--- config.mk ---
export PLATFORM = sky130hd
export DESIGN_NAME = cef_ctrl
export DESIGN_NICKNAME = d
export VERILOG_FILES = /design/src/sv/assert_macros.svh /design/src/sv/cef_pkg.sv /design/src/sv/cef_ctrl.sv
export SDC_FILE = /design/constraint.sdc
export NUM_CORES = 1
export LEC_CHECK = 0
export ABC_AREA = 1
export BUFFER_PORTS_ARGS = -buffer_cell sky130_fd_sc_hd__buf_2
export CAP_MARGIN = 20
export CORE_AREA = 2 2 39 41
export DETAILED_ROUTE_END_ITERATION = 10
export DIE_AREA = 0 0 41 43
export SLEW_MARGIN = 20
export SYNTH_ARGS = -nofsm -noshare
export SYNTH_HDL_FRONTEND = slang
export SYNTH_SLANG_ARGS = --single-unit
--- constraint.sdc ---
create_clock -name clk -period 1 [get_ports clk]
set_input_delay 0.2 -clock clk [delete_from_list [all_inputs] [get_ports clk]]
set_output_delay 0.2 -clock clk [all_outputs]
set_load 0.05 [all_outputs]
--- src/sv/assert_macros.svh ---
`ifndef ASSERT_MACROS_SVH
`define ASSERT_MACROS_SVH

// Checks sampled on clk, off while arst_n is low.
`define ASSERT_CLK(label, prop, msg) \
	label: assert property (@(posedge clk) disable iff (!arst_n) (prop)) else $error(msg);

// Condition that must never be true.
`define ASSERT_NEVER(label, cond, msg) \
	`ASSERT_CLK(label, !(cond), msg)

`endif

--- src/sv/cef_pkg.sv ---
package cef_pkg;

	localparam int unsigned KIND_W    = 5;
	localparam int unsigned PAYLOAD_W = 64;
	localparam int unsigned FILL_W    = 7;
	localparam int unsigned MASK_W    = 32;
	localparam int unsigned IN_DATA_W  = 72;
	localparam int unsigned OUT_DATA_W = 80;
	localparam int unsigned OUT_USER_W = 3;

	localparam logic CMD_PUSH = 1'b0;
	localparam logic CMD_POP  = 1'b1;

	localparam logic [1:0] PS_APPEND  = 2'd0;
	localparam logic [1:0] PS_REPLACE = 2'd1;
	localparam logic [1:0] PS_DROP    = 2'd2;
	localparam logic [1:0] PS_NONE    = 2'd3;

	typedef enum logic [1:0] {
		ST_IDLE,
		ST_SCAN,
		ST_FIN
	} cef_state_t;

	typedef struct packed {
		logic load;
		logic scan_en;
		logic set_repl;
		logic finish;
	} cef_ctl_t;

	typedef struct packed {
		logic in_pop;
		logic in_coal;
		logic occ_zero;
		logic match;
		logic scan_done;
		logic out_free;
	} cef_sts_t;

endpackage

--- src/sv/cef_ctrl.sv ---
module cef_ctrl (
	input  logic                clk,
	input  logic                arst_n,
	input  logic                s_tvalid,
	output logic                s_tready,
	input  cef_pkg::cef_sts_t   sts,
	output cef_pkg::cef_ctl_t   ctl
);
	import cef_pkg::*;

	cef_state_t state_q;
	cef_state_t state_nxt;

	always_ff @(posedge clk or negedge arst_n) begin
		if (!arst_n) begin
			state_q <= ST_IDLE;
		end else begin
			state_q <= state_nxt;
		end
	end

	always_comb begin
		state_nxt = state_q;
		case (state_q)
			ST_IDLE: begin
				if (s_tvalid) begin
					if (!sts.in_pop && sts.in_coal && !sts.occ_zero) begin
						state_nxt = ST_SCAN;
					end else begin
						state_nxt = ST_FIN;
					end
				end
			end
			ST_SCAN: begin
				if (sts.match || sts.scan_done) begin
					state_nxt = ST_FIN;
				end
			end
			ST_FIN: begin
				if (sts.out_free) begin
					state_nxt = ST_IDLE;
				end
			end
			default: state_nxt = ST_IDLE;
		endcase
	end

	always_comb begin
		s_tready     = 1'b0;
		ctl.load     = 1'b0;
		ctl.scan_en  = 1'b0;
		ctl.set_repl = 1'b0;
		ctl.finish   = 1'b0;
		case (state_q)
			ST_IDLE: begin
				s_tready = 1'b1;
				ctl.load = s_tvalid;
			end
			ST_SCAN: begin
				ctl.scan_en  = 1'b1;
				ctl.set_repl = sts.match;
			end
			ST_FIN: begin
				ctl.finish = 1'b1;
			end
			default: begin
				s_tready = 1'b0;
			end
		endcase
	end

endmodule

**Word-level counts from Yosys, hierarchy flattened**

Cells that the tools add are included.

- Word-level logic and storage cells: 22
- Flip-flop bits (word level): 2
- Input bits: 9

- Reduce and logical (&&, ||, !) cells: 7
- Multiplexer cells: 9
- Equal/unequal tests: 5

Operator list:

| cell | number |
|---|---|
| 2-to-1 mux 2 bit | 5 |
| inequality test 2 bit, second input constant | 3 |
| case mux 2 bit (3 select lines) | 1 |
| 2-to-1 mux 1 bit | 3 |
| AND reduction 3 bit | 1 |
| == test 2 x 1 -> 1 bit, second input constant | 1 |
| == test 2 bit, second input constant | 1 |
| logical AND 1 bit | 2 |
| logical NOT 1 bit | 2 |
| logical NOT 2 bit | 1 |
| logical OR 1 bit | 1 |

**Logic depth before layout (Yosys ltp)**

- Depth after elaboration: 6
- Depth in mapped cells: 6
- Mapped depth without buffers: 6

**Worst setup path after synthesis**

OpenSTA, ideal clock, no wires.

- Kind: reg2out
- Start: register state_q[1]
- End: output port ctl[3] (netlist bit)
- Required time: 800 ps
- Setup slack: -708 ps
- Arrival: 1508 ps
- Stages on the path, launching flop included: 2
- Path through: dfrtp_1 -> nor3_1

RTL lines:

| what | line | source |
|---|---|---|
| start, declared | cef_ctrl.sv:11 | `cef_state_t state_q;` |
| start signal, assigned | cef_ctrl.sv:18 | `state_q <= state_nxt;` |
| end, declared | cef_ctrl.sv:7 | `output cef_pkg::cef_ctl_t ctl` |

==> flow_summary.yaml <==
die:
  core_area_sq_um: 1380
  die_w_um: 41
  rows: 14
  ios: 14
  dieArea_sq_um: 1760
  start_util_pct: 12.8
  die_h_um: 43
sta:
  clock_skew_ns: 0.0000889
  min_period_over_period_pct: 127
  setup_viol: 7
  whs_ns: 0.291
  worstMarginPinSlew_ns: 0.193
  rsz0062_at_grt: "true"
  fin_ws_ns: -0.268
  fmax_mhz: 789
  finalHoldViolations: 0
  post-route-min-period_ns: 1.27
  relSlewSlack_pct: 87.1
  slew_violations: 0
status:
  status: "finished with violations"
  violations: "setup timing"
finish:
  flow.area_growth_from_synthesis_pct: 130
  top_register: "state_q"
  final_cells: 67
  antennaDiodeCount: 0
  largest_reg_flops: 2
  fillers: 159
  finalNetCount: 62
  drive_gt1_share_pct: 64.7
  fin_util_pct: 29.5
  reg_top3: "state_q: 2 flops"
yosys:
  yosys_register_bits: 2
  avgSynthCellArea_sq_um: 5.92
  synthDistinctLibCells: 11
  syn_area_sq_um: 178
  ys_warn_count: 0
  synth_nets: 39
  seq_area_frac_synth_pct: 28.2
  netlist_instances: 30
drt:
  routed_wl_um: 494
  via_per_inst: 3.93
  postRouteAntennaNets: 0
  drt-initial-drc-count: 1
  drtPass1Iterations: 3
  route.met2.wl_um: 265
  drc: 0
  wl_per_cell_um: 7.37
  vias: 263
  top_layer: "met4"
  dr_wl_met3_um: 35
  wl_met1_um: 182
worst_setup_path:
  worstPathMaxFanout: 4
  worstPathArrival_ns: 1.07
  path_cells: "inv_2, and3_4, buf_8"
  path_buf_inv: 2
  crit_family: "flip-flops"
  cpPeakStageDelay_ns: 0.43
  slowest_stage: "dfrtp_2"
  crit_type: "register to output port"
  setup.worst_path.start_class: "register"
  endpoint_kind: "output port"
  worstPathRequired_ns: 0.80
global_routing:
  track_usage_pct: 8.03
  grt_max_degree: 6
  grt_pass1_vias: 273
  grt_pass1_wl_um: 924
  antenna_found_initial: 0
  gr-total-overflow: 0
worst_hold_path:
  hold_path_class: "input pin to asynchronous set/reset pin"
pwr:
  peakVddDrop_uv: 668
  p_leak_nw: 0.214
  p_total_mw: 1.41
  p_per_area_nw_per_um2: 3450
run:
  maxCapViolCount: 0
clock_network:
  insertion_delay_ns: 0.22
  cts_buffer_depth: 2
  numCtsBuffers: 3
  cts_sinks: 2
  cts_tree: "done"
  htreeDepth: 1
  clockRootBuffer: "clkbuf_4"
  clk_pin_slew_ns: 0.03
placement:
  placedCellCount: 62
  gp_congestion: 0.674
  hpwl_um: 413
  io_buffers: 13
metrics by stage:
step	setup TNS, ns	setup slack [ns]	instance area, sq um
6_report	-1.41	-0.268	408
5_1_grt	-1.69	-0.291	408
4_1_cts	-1.43	-0.276	389
3_5_place_dp	-0.754	-0.172	318
3_3_place_gp	-0.717	-0.162	318
2_1_floorplan	-0.599	-0.155	210
metal layers:
metal	track usage [%]	vias up
met5	0	-
met4	6.00	0
met3	3.14	2
met2	12.5	10
met1	8.04	118
li1	-	133
logic make-up after synthesis:
group                  Yosys count  synth area share, %
buffers and inverters            7                 14.8
AO/OA/AOI/OAI                    1                 2.81
flip-flops                       2                 28.2
AND/OR/NAND/NOR                 20                 54.2
worst paths after layout:
kind	start	to	slack (ns)	cells after the start
worst max register to register	state_q[1]$_DFFE_PN0P_	state_q[1]$_DFFE_PN0P_	-0.12	6
min in group clk	sts[0]	state_q[0]$_DFFE_PN0P_	0.32	5
worst min register to register	state_q[1]$_DFFE_PN0P_	state_q[1]$_DFFE_PN0P_	0.68	3
max in group asynchronous	arst_n	state_q[0]$_DFFE_PN0P_	0.60	2
worst max-delay path	state_q[1]$_DFFE_PN0P_	ctl[1]	-0.27	3
worst min-delay path	arst_n	state_q[1]$_DFFE_PN0P_	0.29	2
Yosys cell counts:
| cell type | n | share of area [%] |
|---|---|---|
| nor2_2 | 4 | 14 |
| nor2_1 | 5 | 11 |
| dfrtp_1 | 2 | 28 |
| and3_1 | 1 | 3.5 |
| nand2_1 | 5 | 11 |
| inv_2 | 1 | 2.1 |
| inv_1 | 6 | 13 |
| nand3_1 | 2 | 5.6 |
| a21oi_1 | 1 | 2.8 |
| nand2_2 | 2 | 7.0 |
| nor3_1 | 1 | 2.8 |
power by group:
part	internal, mW	switching [mW]
Clock	0.132	0.0455
Sequential	0.127	0.0847
Combinational	0.448	0.569
Total	0.707	0.699
cells in the final DEF (no fill, tap or decap), types with 2 or more instances in the layout:
cell type,netlist,layout
nor2_4,0,3
nor2_1,5,4
dfrtp_2,0,2
inv_2,1,2
buf_2,0,8
nand2_2,2,2
nand3_1,2,2
buf_8,0,4
nor2_2,4,2
buf_4,0,4
nand2_1,5,5
clkbuf_4,0,3
inv_1,6,5
layout make-up:
cell class / count / area [sq um] / area share [%]
timing repair buffer: 18 / 151 / 37.1
multi-input combinational: 21 / 135 / 33.1
tap: 16 / 20.0 / 4.91
clock buffer: 3 / 22.5 / 5.52
sequential: 2 / 52.6 / 12.9
inverter: 7 / 26.3 / 6.44
what timing repair did:
action / CTS / global route
hold endpoints to repair: 2 / 0
resized for setup: 13 / 3
pin swaps: 2 / 1
hold buffers: 1 / 0
endpoints found under the setup margin: 7 / 7
gates cloned: 0 / 0
buffers inserted: 0 / 1
Power figures use the tool's default switching activity.
